`src/stc_pkg.sv`:
```
// Shared types, widths and arithmetic helpers of the segment-triangle intersection block.
`default_nettype none
package stc_pkg;

    localparam int CW           = 16;
    localparam int EW           = CW + 1;
    localparam int CPW          = 2 * EW + 1;
    localparam int MW           = CPW + EW;
    localparam int DW           = MW + 2;
    localparam int LW           = DW / 2;
    localparam int HW           = DW - LW;
    localparam int PRW          = DW + EW;
    localparam int QW           = CW;
    localparam int THRW         = 40;
    localparam int QDEPTH       = 4;
    localparam int QAW          = 2;
    localparam int NUM_VERTS    = 3;
    localparam int BACK_STAGES  = 8 + QW;

    localparam logic KIND_LOAD  = 1'b0;
    localparam logic KIND_TEST  = 1'b1;

    typedef struct packed {
        logic          kind;
        logic [1:0]    vertex_index;
        logic [CW-1:0] first_x;
        logic [CW-1:0] first_y;
        logic [CW-1:0] first_z;
        logic [CW-1:0] second_x;
        logic [CW-1:0] second_y;
        logic [CW-1:0] second_z;
    } t_item;

    typedef struct packed {
        logic          hit;
        logic [CW-1:0] point_x;
        logic [CW-1:0] point_y;
        logic [CW-1:0] point_z;
    } t_result;

    typedef struct packed {
        logic [2:0][CW-1:0] s;
        logic [2:0][EW-1:0] d;
        logic [2:0][EW-1:0] e1;
        logic [2:0][EW-1:0] e2;
        logic [2:0][EW-1:0] t;
    } t_task;

    function automatic logic [EW-1:0] f_diff(input logic [CW-1:0] a, input logic [CW-1:0] b);
        return {a[CW-1], a} - {b[CW-1], b};
    endfunction

    function automatic logic [2*EW-1:0] f_mul_ee(input logic [EW-1:0] a,
                                                 input logic [EW-1:0] b);
        logic signed [2*EW-1:0] r;
        r = $signed(a) * $signed(b);
        return r;
    endfunction

    function automatic logic [CPW-1:0] f_sub_c(input logic [2*EW-1:0] a,
                                               input logic [2*EW-1:0] b);
        return {a[2*EW-1], a} - {b[2*EW-1], b};
    endfunction

    function automatic logic [MW-1:0] f_mul_ce(input logic [CPW-1:0] a,
                                               input logic [EW-1:0] b);
        logic signed [MW-1:0] r;
        r = $signed(a) * $signed(b);
        return r;
    endfunction

    function automatic logic [DW-1:0] f_sum3(input logic [MW-1:0] a, input logic [MW-1:0] b,
                                             input logic [MW-1:0] c);
        logic signed [DW-1:0] r;
        r = $signed(a) + $signed(b) + $signed(c);
        return r;
    endfunction

endpackage
`default_nettype wire

```
`src/stc_front.sv`:
```
// Front end: takes transactions, stores triangle vertices, forms edges of each test.
`default_nettype none
module stc_front (
    input  wire logic           i_clk,
    input  wire logic           i_rst_n,
    input  wire logic           i_in_valid,
    output logic                o_in_ready,
    input  wire stc_pkg::t_item i_in_data,
    input  wire logic           i_full,
    output logic                o_push,
    output stc_pkg::t_task      o_task
);
    import stc_pkg::*;

    logic [2:0][2:0][CW-1:0] r_vtx;
    logic [2:0][CW-1:0]      w_s;
    logic [2:0][CW-1:0]      w_e;
    logic                    w_acc;

    assign o_in_ready = !i_full;
    assign w_acc      = i_in_valid && o_in_ready;
    assign o_push     = w_acc && (i_in_data.kind == KIND_TEST);
    assign w_s        = {i_in_data.first_z, i_in_data.first_y, i_in_data.first_x};
    assign w_e        = {i_in_data.second_z, i_in_data.second_y, i_in_data.second_x};

    always_ff @(posedge i_clk) begin
        if (!i_rst_n) begin
            r_vtx <= '0;
        end else if (w_acc && (i_in_data.kind == KIND_LOAD) &&
                     (i_in_data.vertex_index < 2'(NUM_VERTS))) begin
            r_vtx[i_in_data.vertex_index] <= w_s;
        end
    end

    always_comb begin
        o_task.s = w_s;
        for (int k = 0; k < 3; k++) begin
            o_task.d[k]  = f_diff(w_e[k], w_s[k]);
            o_task.e1[k] = f_diff(r_vtx[1][k], r_vtx[0][k]);
            o_task.e2[k] = f_diff(r_vtx[2][k], r_vtx[0][k]);
            o_task.t[k]  = f_diff(w_s[k], r_vtx[0][k]);
        end
    end

endmodule
`default_nettype wire

```
`config.mk`:
```
export PLATFORM = sky130hd
export DESIGN_NAME = stc_front
export DESIGN_NICKNAME = d
export VERILOG_FILES = /design/src/stc_pkg.sv /design/src/stc_front.sv
export SDC_FILE = /design/constraint.sdc
export NUM_CORES = 1
export LEC_CHECK = 0
export ABC_AREA = 0
export BUFFER_PORTS_ARGS = -buffer_cell sky130_fd_sc_hd__buf_2
export CORE_ASPECT_RATIO = 1.75
export CORE_MARGIN = 2
export CORE_UTILIZATION = 51
export DETAILED_ROUTE_END_ITERATION = 10
export PLACE_DENSITY = 0.79
export SYNTH_ARGS = -nofsm -noshare
export SYNTH_HDL_FRONTEND = slang
export SYNTH_SLANG_ARGS = --single-unit
```
`constraint.sdc`:
```
create_clock -name i_clk -period 2.9 [get_ports i_clk]
set_input_delay 0.58 -clock i_clk [delete_from_list [all_inputs] [get_ports i_clk]]
set_output_delay 0.58 -clock i_clk [all_outputs]
set_load 0.02 [all_outputs]
```
* After elaboration in Yosys (flattened, before gate mapping)
Cells that the tools add are included.
** Storage, ports and cells
- Register bits :: 144
- Logic and storage cells :: 34
- Input port bits :: 103
- Output and inout bits :: 254
** Operators by class
- Muxes and demuxes :: 3
- Reduce and logical (&&, ||, !) cells :: 6
- Bitwise logic cells :: 1
- Add/sub/neg operators :: 12
- Order comparisons :: 3
** Operators by type and width (count)
- $sub A16 B16 Y17 :: 12
- $bwmux W144 :: 1
- $demux W48 S2 :: 1
- $mux W48 :: 1
- $logic_and A1 B1 Y1 :: 5
- $lt A2 B3 Y1 const B :: 1
- $ge A2 B1 Y1 const B :: 1
- $lt A2 B2 Y1 const B :: 1
- $logic_not A1 Y1 :: 1
- $not A1 Y1 :: 1

* Longest topological paths before layout
- Depth in word-level cells :: 5
- Depth in mapped cells :: 9
- Mapped depth without buffers :: 9

* Worst setup path before layout
Ideal clock, no wire load.
- Path kind :: input -> output
- Start :: in i_in_data[0] (netlist name)
- End :: out o_task[199] (netlist name)
- Setup slack :: -0.467 ns
- Required time :: 2.320 ns
- Buffers on the path :: 0
- Data arrival time :: 2.787 ns
- Stages :: 9
- Cell sequence :: inv_1 ha_1 fa_1 nand2b_1 a21oi_1 o211ai_1 a21o_1 a41o_1 nor4bb_1
** RTL lines
- from (decl) :: line stc_front.sv:8 : input wire stc_pkg::t_item i_in_data,
- to (decl) :: line stc_front.sv:11 : output stc_pkg::t_task o_task

==> results.md <==
Yosys:
- Synthesis instantiated 81 different standard cells from the library.
- The number of warning messages in the yosys log is 0.
- Yosys attributes the largest share of cell area to dfxtp_1, ha_1, nand2_1.
- The post-synthesis sequential area ratio is 0.186.
- The cell with the most instances after synthesis is nand2_1.
- The proportion of synthesized flip-flops having asynchronous set or reset is 0.
- The cell area after synthesis is 15,500 um2.
- Synthesis produced a netlist with a net count of 2,397.
- By count the netlist is led by nand2_1, ha_1, inv_1.
- Counting every instance in the synthesized netlist gives 2,090.
- Synthesis inferred 144 register bits.
- The most used flip-flop cell after synthesis is dfxtp_1.
- Of the post-synthesis cell area, the dominant cell type holds 0.186.
- Dividing the synthesized area by the synthesized cell count gives 7.41 um2.
- The leading area contributor after synthesis is dfxtp_1.
- The count of flip-flops with a built-in enable after synthesis is 0.

Detailed routing:
- The routed wire length is 67,700 um.
- The pre-antenna-repair detailed-routing pass consisted of 8 iterations.
- The average via count per standard cell is 6.24.
- In this run the remaining antenna-violating nets after routing total 0.
- The first-iteration detailed-routing DRC count is 1,555.
- The number of remaining DRC errors is 0.
- The count of vias placed by the detailed router is 19,300.
- In the final routed layout, each cell accounts on average for 21.9 um.

Setup path:
- The cell with the biggest individual delay on the critical path is fa_2.
- The worst path required time is 2.32 ns.
- The most frequent cell on the critical path is buf_6.
- Of all nets on the critical path, the largest fanout is 3.
- On the worst path, the slowest cell contributes a delay of 0.39 ns.
- The register-to-register setup slack is 1.70 ns.
- The kind of cell adding the most delay to the critical path is compound AO/OA/AOI/OAI gates.
- The worst register-to-register path has a depth of 5.
- The critical path is of the reg -> out type.
- STA classifies the critical path endpoint as an output port.
- The launching element of the worst setup path is r_vtx[80].
- The worst setup path endpoint is o_task[146].
- STA classifies the critical path startpoint as a register.
- Data arrives at the worst endpoint at 2.95 ns.
- The sum of buffers and inverters on the critical path is 4.
- The critical path runs through a total of 11 cells.
- The capture instance of the worst register-to-register path is r_vtx[1].
- The startpoint of the worst-slack reg-to-reg timing path is r_vtx[1].
- The critical path goes through inv_2 > ha_4 > fa_2 > nor2b_4 > o31a_1 > o21ai_2 > a211o_1 > buf_4 > o311ai_4 > buf_6 > buf_6.

STA:
- The smallest clock period supported by the final layout is computed as 3.53 ns.
- The tightest hold path in the finished design has a slack of 0.410 ns.
- The number of pins exceeding their max-slew limit in the final report is 0.
- Setup repair after global routing could not meet its margin everywhere.
- Of the available clock period, the critical path in the final layout requires 1.22.
- Setup slack on the critical path of the routed design comes to -0.628 ns.
- The clock tree skew after final layout is 0 ns.
- The count of final hold-check violations is 0.
- The timing-limited maximum frequency is 283 MHz.
- The total of endpoints with negative setup slack in the final report is 125.
- The transition time at the pin with the least slew margin is 0.651 ns.
- In this run the tightest slew margin relative to its limit is 0.566.
- For the final routed database, the setup TNS stands at -31.71 ns.

CTS:
- In this run, CTS created clock tree buffers numbering 17.
- For the worst-skew pair, the clock arrives at the later sink with an insertion delay of 0.44 ns.
- CTS saw 144 sinks.
- The buffer levels on the longest clock path is 2.
- Clock-pin slew was measured on the worst setup and hold paths at 0.07 ns.
- The number of H-tree branching levels is 4.
- TritonCTS built the clock tree.
- The cell at the root of the clock tree is clkbuf_16.

Placement:
- Timing analysis after detailed placement gives a worst setup slack of -0.533 ns.
- After legalization and detailed placement, the total HPWL measured 39,900 um.
- The placed instance count is 2,962.
- The total placed instance area is 19,100 um2.
- The number of port buffers is 356.
- The congestion estimate from routability-driven global placement came to 0.939.

Finish:
- The final cell count without fillers is 3,097.
- Summing all multi-input logic gate instances after layout gives 13,900 um2.
- Counting flops per register, the top entry is r_vtx.
- The final design instance area without fill is 24,100 um2.
- The layout has 1,731 filler cells.
- In the final layout, the share of cells above drive strength 1 is 0.430.
- Registers take 2920 um2.
- The largest registers in the layout are r_vtx (144).
- The final net count is 3,002.
- The layout overhead on the synthesized area is 55.4%.
- The register with the most flip-flops in the layout has 144 of them.

Global routing:
- The first global-routing pass estimated 89,000 um of wire.
- The initial antenna violation count is 3.
- In the global route stage, met3 resource usage came out at 0.0581.
- The met1 track demand over resource is 0.348.
- The global routing met2 resource utilization is 0.643.
- The most congested layer reported by global routing is met2.
- The number of global-route vias before repair came to 18,400.
- For this run, the total global-route usage over all layers was measured as 0.348.
- The pin count of the biggest net entering global routing is 66.
- The remaining global-route overflow is 0.

Power:
- Of the total power, registers draw 0.220.
- The leakage dissipation is 10.8 nW.
- The internal power consumption is 0.00565 W.
- In this run the power density over the cells is 382 nW/um2.
- The net switching fraction of the power is 0.386.
- For this design the total switching power over the nets is 0.00355 W.
- The share of total power dissipated in combinational logic is 0.516.
- The fraction of power consumed by the clock network is 0.264.
- The worst-case IR drop observed on VDD is 385 uV.

Job:
- The number of max-capacitance violations reported is 0.

Floorplanning:
- Pin placement for this block handled 357 I/O pins.
- The floorplan step defined a die boundary enclosing 31,800 um2.
- The floorplan has 84 rows.
- The effective utilization at floorplan is 0.517.
- After floorplanning, the core was sized to cover 30,000 um2.
- The die span in x is 136 um.
- The die boundary height is 234 um.

Status:
- The flow ran to the end, but the final reports show violations.
- The final reports fail on setup timing.

Hold path:
- The type of the worst min-delay path is in -> reg.
- In this run the most critical hold path is launched from i_in_data[66].
worst min path at each step:
stage / slack (ns) / cells after the start / endpoint
2_1_floorplan: 0.44 / 2 / r_vtx[48]
3_3_place_gp: 0.44 / 2 / r_vtx[52]
3_5_place_dp: 0.45 / 2 / r_vtx[52]
4_1_cts: 0.40 / 3 / r_vtx[18]
5_1_grt: 0.41 / 3 / r_vtx[114]
6_report: 0.41 / 3 / r_vtx[18]
cell type report:
cell class,instances,area share
well taps,387,0.0201
diodes,2,0.000208
inverters,185,0.0312
clock buffers,18,0.0183
clock inverters,14,0.00837
repair buffers,714,0.223
flip-flops and latches,144,0.121
multi-input cells,1633,0.577
what timing repair did:
action	4_1_cts	5_1_grt
pin swaps	214	175
hold buffers	0	0
buffers inserted	63	57
resized for setup	542	260
endpoints found under the setup margin	133	131
cell families after synthesis:
group	count (synthesis)	synth area share
xor+xnor	128	0.0724
fa+ha+maj	204	0.171
buf+inv	313	0.0884
simple gates	692	0.204
compound gates	598	0.271
mux	11	0.00728
flops	144	0.186
per-stage QoR:
stage | util | total power (W)
detailed placement | 0.638 | 0.00549
finish | 0.803 | 0.00920
global route | 0.803 | 0.00950
CTS | 0.754 | 0.00854
global placement | 0.638 | 0.00543
floorplan | - | 0.00422
placed cells by master, fill, tap and decap left out, drive strengths merged, types with 10 or more instances in the layout:
cell | Yosys | layout
buf | 61 | 714
nand2 | 345 | 345
ha | 192 | 192
inv | 185 | 189
a21boi | 153 | 153
dfxtp | 144 | 144
a21oi | 135 | 135
nor2 | 109 | 109
xnor2 | 96 | 96
o21ai | 76 | 76
nand3 | 47 | 47
nor3 | 41 | 41
a21o | 39 | 39
xor2 | 32 | 32
o21a | 30 | 30
nor2b | 30 | 30
a31oi | 27 | 27
nand2b | 24 | 24
o211ai | 22 | 22
and3 | 19 | 19
nand4 | 18 | 18
clkbuf | 67 | 18
o31a | 15 | 15
fa | 12 | 12
and2 | 10 | 10
layer usage:
layer  routed length (um)  part of all wire
met1                22000              0.32
met2                33400              0.49
met3                 5350             0.079
met4                 7010              0.10
met5                    0                 0
power groups by stage:
stage / Clock (W) / Sequential, W / Combinational [W]
2_1_floorplan: 0 / 0.00206 / 0.00217
3_3_place_gp: 0 / 0.00206 / 0.00337
3_5_place_dp: 0 / 0.00206 / 0.00343
4_1_cts: 0.00241 / 0.00202 / 0.00411
5_1_grt: 0.00251 / 0.00202 / 0.00497
6_report: 0.00243 / 0.00202 / 0.00475
worst reg2reg max path, cell delays in order (launching register included):
cell and delay [ns]:
dfxtp_2 0.36, buf_6 0.12, buf_6 0.11, buf_4 0.10, nand2_1 0.08, a21boi_0 0.32
(Power assumes the default switching activity.)
