[src/stc_pkg.sv]
// Shared types, widths and arithmetic helpers of the segment-triangle intersection block.
`default_nettype none
package stc_pkg;

    localparam int CW           = 16;
    localparam int EW           = CW + 1;
    localparam int CPW          = 2 * EW + 1;
    localparam int MW           = CPW + EW;
    localparam int DW           = MW + 2;
    localparam int LW           = DW / 2;
    localparam int HW           = DW - LW;
    localparam int PRW          = DW + EW;
    localparam int QW           = CW;
    localparam int THRW         = 40;
    localparam int QDEPTH       = 4;
    localparam int QAW          = 2;
    localparam int NUM_VERTS    = 3;
    localparam int BACK_STAGES  = 8 + QW;

    localparam logic KIND_LOAD  = 1'b0;
    localparam logic KIND_TEST  = 1'b1;

    typedef struct packed {
        logic          kind;
        logic [1:0]    vertex_index;
        logic [CW-1:0] first_x;
        logic [CW-1:0] first_y;
        logic [CW-1:0] first_z;
        logic [CW-1:0] second_x;
        logic [CW-1:0] second_y;
        logic [CW-1:0] second_z;
    } t_item;

    typedef struct packed {
        logic          hit;
        logic [CW-1:0] point_x;
        logic [CW-1:0] point_y;
        logic [CW-1:0] point_z;
    } t_result;

    typedef struct packed {
        logic [2:0][CW-1:0] s;
        logic [2:0][EW-1:0] d;
        logic [2:0][EW-1:0] e1;
        logic [2:0][EW-1:0] e2;
        logic [2:0][EW-1:0] t;
    } t_task;

    function automatic logic [EW-1:0] f_diff(input logic [CW-1:0] a, input logic [CW-1:0] b);
        return {a[CW-1], a} - {b[CW-1], b};
    endfunction

    function automatic logic [2*EW-1:0] f_mul_ee(input logic [EW-1:0] a,
                                                 input logic [EW-1:0] b);
        logic signed [2*EW-1:0] r;
        r = $signed(a) * $signed(b);
        return r;
    endfunction

    function automatic logic [CPW-1:0] f_sub_c(input logic [2*EW-1:0] a,
                                               input logic [2*EW-1:0] b);
        return {a[2*EW-1], a} - {b[2*EW-1], b};
    endfunction

    function automatic logic [MW-1:0] f_mul_ce(input logic [CPW-1:0] a,
                                               input logic [EW-1:0] b);
        logic signed [MW-1:0] r;
        r = $signed(a) * $signed(b);
        return r;
    endfunction

    function automatic logic [DW-1:0] f_sum3(input logic [MW-1:0] a, input logic [MW-1:0] b,
                                             input logic [MW-1:0] c);
        logic signed [DW-1:0] r;
        r = $signed(a) + $signed(b) + $signed(c);
        return r;
    endfunction

endpackage
`default_nettype wire

[src/stc_queue.sv]
// Short queue of pending segment tests between front and back.
`default_nettype none
module stc_queue (
    input  wire logic           i_clk,
    input  wire logic           i_rst_n,
    input  wire logic           i_push,
    input  wire stc_pkg::t_task i_data,
    output logic                o_full,
    input  wire logic           i_pop,
    output logic                o_empty,
    output stc_pkg::t_task      o_data
);
    import stc_pkg::*;

    t_task            r_mem [QDEPTH];
    logic [QAW-1:0]   r_wr;
    logic [QAW-1:0]   r_rd;
    logic [QAW:0]     r_cnt;
    logic [QAW:0]     n_cnt;

    assign o_full  = (r_cnt == (QAW+1)'(QDEPTH));
    assign o_empty = (r_cnt == '0);
    assign o_data  = r_mem[r_rd];

    always_comb begin
        n_cnt = r_cnt;
        if (i_push && !i_pop) begin
            n_cnt = r_cnt + 1'b1;
        end else if (!i_push && i_pop) begin
            n_cnt = r_cnt - 1'b1;
        end
    end

    always_ff @(posedge i_clk) begin
        if (i_push) begin
            r_mem[r_wr] <= i_data;
        end
    end

    always_ff @(posedge i_clk) begin
        if (!i_rst_n) begin
            r_wr  <= '0;
            r_rd  <= '0;
            r_cnt <= '0;
        end else begin
            if (i_push) begin
                r_wr <= r_wr + 1'b1;
            end
            if (i_pop) begin
                r_rd <= r_rd + 1'b1;
            end
            r_cnt <= n_cnt;
        end
    end

    a_no_overflow: assert property (@(posedge i_clk) disable iff (!i_rst_n)
        !(i_push && o_full)) else $error("push into full queue");
    a_no_underflow: assert property (@(posedge i_clk) disable iff (!i_rst_n)
        !(i_pop && o_empty)) else $error("pop from empty queue");
    a_ptr_count: assert property (@(posedge i_clk) disable iff (!i_rst_n)
        (r_cnt != '0 && r_cnt != (QAW+1)'(QDEPTH)) |-> (r_wr - r_rd) == r_cnt[QAW-1:0])
        else $error("queue pointers disagree with count");

endmodule
`default_nettype wire

[config.mk]
export PLATFORM = sky130hd
export DESIGN_NAME = stc_queue
export DESIGN_NICKNAME = d
export VERILOG_FILES = /design/src/stc_pkg.sv /design/src/stc_queue.sv
export SDC_FILE = /design/constraint.sdc
export NUM_CORES = 1
export LEC_CHECK = 0
export ABC_CLOCK_PERIOD_IN_PS = 10150
export BUFFER_PORTS_ARGS = -buffer_cell sky130_fd_sc_hd__clkbuf_2
export CAP_MARGIN = 20
export CORE_MARGIN = 5
export CORE_UTILIZATION = 49
export DETAILED_ROUTE_END_ITERATION = 10
export PLACE_DENSITY_LB_ADDON = 0.3
export REMOVE_ABC_BUFFERS = 1
export SYNTH_ARGS = -nofsm -noshare
export SYNTH_HDL_FRONTEND = slang
export SYNTH_SLANG_ARGS = --single-unit
[constraint.sdc]
create_clock -name i_clk -period 10.15 [get_ports i_clk]
set_clock_uncertainty 0.05 [all_clocks]
set_input_delay 0.5075 -clock i_clk [delete_from_list [all_inputs] [get_ports i_clk]]
set_output_delay 0.5075 -clock i_clk [all_outputs]
set_load 0.05 [all_outputs]
Word level (Yosys, flattened, before mapping). Memories as Yosys holds them, arrays and structs flattened. A register that Yosys moved wholly into a read port is not among the register bits. Index checks and enable logic that the tools add are counted.

Multiplexer cells: 6. Reductions and logical operators: 6. Equality and inequality tests: 1. Add/subtract/negate cells: 4.

Operators by type and width (count): $mux 3 (2); $add 2x1->2 const B (2); $mux 2 (2); $add 3x1->3 const B (1); $eq 3x3->1 const B (1); $logic_not 3->1 (1); $sub 3x1->3 const B (1); $logic_and 1x1->1 (2); $logic_not 1->1 (2); $mux 1 (2); $reduce_bool 2->1 (1).

Memories: 1. Bits in registers: 7. Bits of input ports: 256. Word-level logic and storage cells: 21. Memory bits (writable): 1008.

Memory list: r_mem (depth 4, bits a word 252, read ports 1, clocked after memory_dff 1, wr ports 1, RTL line stc_queue.sv:15) `t_task r_mem [QDEPTH];`.

Depth between registers and ports, before layout. Gate-level depths: netlist of the first run.

Depth after elaboration: 4. Mapped depth: 7. Gate-level depth less buffers: 7.

Least setup slack after synthesis of the first run. Ideal clock, no wire load.

Kind: reg2reg. Start: reg r_wr[0]. End: mem r_mem[0][0] (netlist bit), enable pin. Setup time: 644 ps. Data required time: 9456 ps. Arrival: 6254 ps. Stages on the path, launching flop included: 4. Setup slack: 3202 ps. Clock period less this slack: 6948 ps. Path through: dfxtp_1 -> inv_1 -> ha_1 -> and2_1.

RTL lines: start: declaration (RTL line stc_queue.sv:16) `logic [QAW-1:0] r_wr;`; start signal: assignment (RTL line stc_queue.sv:47) `r_wr <= r_wr + 1'b1;`; end: declaration (RTL line stc_queue.sv:15).

Straight into the memory's write port.

==> results.py, run 1 <==
metrics = {
    "run_status": {
        "outcome": "completed",
    },
    "global_routing": {
        "grt_max_degree": 114,
        "antenna_found_initial": 13,
        "grt_pass1_wl_mm": 112,
        "grt_use_total": 0.182,
        "grt.overflow.total": 0,
        "grt_pass1_vias": 18300,
    },
    "hold_path": {
        "hold_start": "i_data[47]",
        "hold_class": "in2reg",
        "hold_end": "r_mem[2][47]",
        "min_path_cells": 1,
    },
    "die": {
        "die-area_mm2": 0.0807,
        "rows": 100,
        "core_area_mm2": 0.0744,
        "die_x_um": 284,
        "initial_core_util": 0.494,
        "fp.dieH_um": 284,
        "ios": 510,
    },
    "place": {
        "dpl.hpwl_mm": 44.8,
        "place_inst": 2801,
        "routabilityCongestion": 0.763,
        "io_buffers": 509,
        "pre_cts_slack_ps": 5950,
    },
    "finish": {
        "drive_gt1_frac": 0.424,
        "layout_common_cells": "edfxtp_1 (1008), clkbuf_2 (509), mux4_2 (252)",
        "syn_to_final_growth_pct": 22.5,
        "final_nets": 2349,
        "final_common_cell": "edfxtp_1",
        "final_cells": 3148,
    },
    "route": {
        "drt-total-wl_mm": 73.8,
        "vias": 17000,
        "first_pass_iters": 5,
        "drt_iter0_markers": 1067,
        "routed_via_density": 5.40,
        "route.detailed.drc": 0,
        "wire_per_inst_um": 23.4,
        "ant_nets": 0,
    },
    "setup_path": {
        "critPathRequiredTime_ps": 9590,
        "reg2reg_from": "r_wr[1]",
        "worst-setup-path-type": "reg2out",
        "path_buf_inv": 3,
        "rrSetupSlack_ps": 6400,
        "crit_path_max_fanout": 69,
        "cp-start-kind": "flip-flop",
        "crit_cells": 4,
        "path_cells": "buf_4 -> buf_4 -> mux4_2 -> clkbuf_2",
        "reg2reg_to": "r_mem[1][48]",
        "endpoint_kind": "output pin",
        "crit_family": "buffers and inverters",
        "cpMostUsedCell": "buf_4",
        "arrival_ps": 4160,
        "ff2ff_path_depth": 5,
        "worst_path_largest_cell_delay_ps": 940,
        "worst_path_max_delay_cell": "buf_4",
    },
    "yosys": {
        "yosys.area.top_type": "edfxtp_1",
        "synth_top_area_frac": 0.823,
        "syn_inst": 1359,
        "synth.avg_cell_area_um2": 27.1,
        "synth_warnings": 0,
        "yosys_register_bits": 1017,
        "synthTopCellsByArea": "edfxtp_1 (82%), mux4_2 (15%), buf_6 (0.64%)",
        "synthDistinctLibCells": 21,
        "netlist_area_mm2": 0.0368,
        "ys_seq_area_frac": 0.828,
    },
    "pwr": {
        "swShare": 0.256,
        "p_seq_frac": 0.497,
        "comb_power_share": 0.142,
        "power_density_mw_per_mm2": 218,
        "p_int_mw": 7.30,
        "p_sw_mw": 2.52,
        "pwr-share-clk": 0.361,
        "vdd_drop_max_uv": 169,
        "leakagePower_nw": 15.3,
    },
    "cts": {
        "numCtsBuffers": 101,
        "cts_setup_buffers": 0,
        "cts_max_level": 3,
        "cts_tree": "built",
        "post_cts_resized": 0,
        "clkTransAtPathRegs_ps": 60,
        "clock_latency_ps": 620,
        "root_buffer": "clkbuf_16",
        "cts_sinks": 1017,
        "hold_buffers": 152,
        "clockBufferDepth": 3,
    },
    "sta": {
        "finalHoldViolations": 0,
        "period_needed_ps": 4720,
        "setup_slack_ps": 5430,
        "worst_pin_slew_ps": 1110,
        "max_freq_mhz": 212,
        "setup-tns-final_ps": 0,
        "slew_headroom": 0.262,
        "setup_viol": 0,
        "rsz0062_at_grt": "no",
        "period_share": 0.465,
        "final_max_slew_viol_count": 0,
    },
    "run": {
        "cap_violations": 0,
    },
}
## cells by family after synthesis
logic type / after synthesis / share of synthesized area
flip-flops: 1017 / 0.828
AND/OR/NAND/NOR: 15 / 0.00248
XOR/XNOR: 5 / 0.00119
buffers and inverters: 60 / 0.0114
multiplexers: 254 / 0.155
adder cells (fa/ha/maj): 6 / 0.00224
AO/OA/AOI/OAI: 2 / 0.000340
## sequential cells by signal, indices dropped and copies added, names as in the netlist, named ones only
signal / flops
r_mem: 1008
r_wr: 2
r_cnt: 3
r_rd: 2
## metal layers
layer / track usage / vias to the layer above / share of wire
met5: 0 / - / 0.00050
met4: 0.0521 / 6 / 0.023
met3: 0.0528 / 107 / 0.077
met2: 0.307 / 561 / 0.52
met1: 0.233 / 8929 / 0.38
li1: - / 7411 / -
## cell type report
type / count / area [um^2]
tap: 969 / 1210
multi-input combinational: 282 / 5940
timing repair buffer: 681 / 4240
antenna: 10 / 25.0
inverter: 4 / 15.0
clock inverter: 60 / 548
fill: 5131 / 29400
clock buffer: 125 / 2640
sequential: 1017 / 30500
## synthesized netlist by cell type (all sizes together)
| library cell | instances |
|---|---|
| nand2 | 1 |
| o21ai | 1 |
| and2 | 9 |
| nor3 | 1 |
| a21boi | 1 |
| nor3b | 1 |
| buf | 50 |
| or3 | 1 |
| xor2 | 3 |
| dfxtp | 9 |
| edfxtp | 1008 |
| ha | 5 |
| inv | 4 |
| mux4 | 252 |
| fa | 1 |
| nor2b | 2 |
| xnor2 | 2 |
| clkbuf | 6 |
| mux2i | 2 |
## power groups by stage
stage / Combinational [mW] / Sequential [mW] / Clock [mW]
2_1_floorplan: 0.996 / 5.06 / 0
3_3_place_gp: 1.35 / 4.96 / 0
3_5_place_dp: 1.36 / 4.97 / 0
4_1_cts: 1.42 / 4.88 / 3.63
5_1_grt: 1.46 / 4.89 / 3.83
6_report: 1.39 / 4.88 / 3.54
## per-stage QoR
step	total power, mW	utilization	hold WS [ps]	cell area, um^2
floorplan	6.06	-	422	36400
detailed placement	6.34	0.542	467	40300
finish	9.82	0.605	43.5	45100
CTS	9.94	0.605	0.183	45100
global route	10.2	0.605	10.7	45100
global placement	6.31	0.542	432	40300
## worst reg2reg max path: cells and delay by family (launching register included)
kind	cells	cell delay, ps
adders and majority gates	1	150
and+or+nand+nor	1	760
DFF	1	340
buffers and inverters	3	1910
## worst max path at each step
stage	startpoint	slack, ps	endpoint
after detailed placement	flip-flop	5950	o_data[243]
after global placement	flip-flop	5990	o_data[149]
after floorplan	flip-flop	-1900	o_data[0]
final	flip-flop	5430	o_data[245]
after global routing	flip-flop	5160	o_data[245]
after CTS	flip-flop	5280	o_data[243]
Power figures use the tool's default switching activity.
==> run 2, diff against run 1 <==
- ABC_CLOCK_PERIOD_IN_PS: 10150 -> 4700
- clock period: 10.15 -> 4.7 ns (I/O delays scaled with it)
==> results.py, run 2 (synthesis gave the netlist of run 1 again) <==
metrics = {
    "run_status": {
        "outcome": "completed",
    },
    "route": {
        "routed_via_density": 5.43,
        "route.detailed.drc": 0,
        "wire_per_inst_um": 24.3,
        "first_pass_iters": 5,
        "drt_iter0_markers": 1152,
        "ant_nets": 0,
        "drt-total-wl_mm": 79.3,
        "vias": 17700,
    },
    "sta": {
        "final_max_slew_viol_count": 0,
        "slew_headroom": 0.262,
        "period_needed_ps": 3280,
        "period_share": 0.697,
        "whs_ps": 304,
        "worst_pin_slew_ps": 1110,
        "setup_viol": 0,
        "max_freq_mhz": 305,
        "rsz0062_at_grt": "no",
        "finalHoldViolations": 0,
    },
    "global_routing": {
        "grtUsageMet1": 0.247,
        "grt_max_degree": 109,
        "antenna_found_initial": 8,
        "grt_util_met2": 0.336,
        "grt_pass1_vias": 19300,
        "grt_pass1_wl_mm": 120,
        "grt.overflow.total": 0,
        "globalRoute.busiestLayer": "met2",
        "grt_use_total": 0.195,
        "grt_util_met3": 0.0471,
    },
    "cts": {
        "root_buffer": "clkbuf_16",
        "numCtsBuffers": 101,
        "clockBufferDepth": 3,
        "post_cts_resized": 0,
        "clkTransAtPathRegs_ps": 60,
        "cts_max_level": 3,
        "cts_tree": "built",
        "clock_latency_ps": 630,
        "cts_sinks": 1017,
    },
    "setup_path": {
        "crit_family": "flip-flops",
        "endpoint_kind": "output pin",
        "path_buf_inv": 2,
        "cp-start-kind": "flip-flop",
        "worst-setup-path-type": "reg2out",
        "critPathRequiredTime_ps": 4410,
        "reg2reg_from": "r_wr[0]",
        "worst_path_max_delay_cell": "dfxtp_4",
        "worst_path_largest_cell_delay_ps": 970,
        "arrival_ps": 2990,
        "crit_path_max_fanout": 40,
        "path_cells": "buf_4 -> mux4_2 -> clkbuf_2",
    },
    "pwr": {
        "vdd_drop_max_uv": 361,
        "p_sw_mw": 5.54,
        "total_power_mw": 21.3,
        "pwr-share-clk": 0.355,
        "p_int_mw": 15.7,
        "swShare": 0.261,
        "comb_power_share": 0.148,
        "p_seq_frac": 0.497,
        "leakagePower_nw": 15.8,
        "power_density_mw_per_mm2": 459,
    },
    "finish": {
        "final_nets": 2471,
        "largest_register_ffs": 1008,
        "syn_to_final_growth_pct": 26.0,
        "reg.largest.list": "r_mem (1008), r_cnt (3)",
        "final_cells": 3266,
        "layout_common_cells": "edfxtp_1 (1008), clkbuf_2 (509), dlygate4sd3_1 (256)",
        "final_common_cell": "edfxtp_1",
        "regMostFlops": "r_mem",
        "drive_gt1_frac": 0.408,
    },
    "place": {
        "routabilityCongestion": 0.776,
        "place_inst": 2819,
        "dpl.hpwl_mm": 48.1,
        "io_buffers": 509,
    },
    "die": {
        "ios": 510,
        "initial_core_util": 0.494,
        "core_area_mm2": 0.0744,
        "die_x_um": 284,
        "fp.dieH_um": 284,
        "rows": 100,
        "die-area_mm2": 0.0807,
    },
    "hold_path": {
        "hold_class": "in2reg",
        "hold_start": "i_data[93]",
    },
    "run": {
        "cap_violations": 0,
    },
}
==> run 2: area by class of cell <==
| cell class | instances | area (um^2) |
|---|---|---|
| Inverter | 4 | 15.0 |
| Multi-Input combinational cell | 282 | 5940 |
| Sequential cell | 1017 | 30500 |
| Clock buffer | 127 | 2670 |
| Clock inverter | 56 | 459 |
| Fill cell | 4928 | 28100 |
| Tap cell | 969 | 1210 |
| Timing Repair Buffer | 803 | 5580 |
| Antenna cell | 8 | 20.0 |
==> run 2: worst register-to-register path: cells and delay by family (launching register included) <==
kind          cells  cell delay (ps)
flops             1              340
simple gates      1              820
fa+ha+maj         1              150
buf+inv           2              710
==> run 2: worst paths after layout <==
check	end	slack, ps	depth (start not counted)
setup / recovery	o_data[251]	1420	3
hold / removal	r_mem[3][93]	300	2
setup reg to reg	r_mem[2][44]	2230	4
hold reg to reg	r_cnt[2]	500	2
==> run 2: power groups by stage <==
stage | combinational, mW | sequential (mW) | clock [mW]
3_3_place_gp | 2.97 | 10.7 | 0
6_report | 3.14 | 10.6 | 7.55
2_1_floorplan | 2.15 | 10.9 | 0
4_1_cts | 3.19 | 10.6 | 7.72
3_5_place_dp | 2.99 | 10.8 | 0
5_1_grt | 3.29 | 10.6 | 8.15
==> run 2: stage by stage <==
stage	util	cell area (um^2)	setup slack, ps	setup TNS [ps]
2_1_floorplan	-	36400	-7080	-4039820
3_3_place_gp	0.546	40600	1990	0
3_5_place_dp	0.546	40600	1990	0
4_1_cts	0.622	46300	1280	0
5_1_grt	0.623	46300	1190	0
6_report	0.623	46300	1420	0
==> run 2: routing by layer <==
layer  wire, um  vias up
li1           -     7637
met1      30100     9324
met2      41900      636
met3       5170      132
met4       2110        2
met5          8        -
==> run 2: what timing repair did <==
action                                 4_1_cts  5_1_grt
buffers inserted                             0        0
hold buffers                               256        0
endpoints found under the hold margin     1017        0
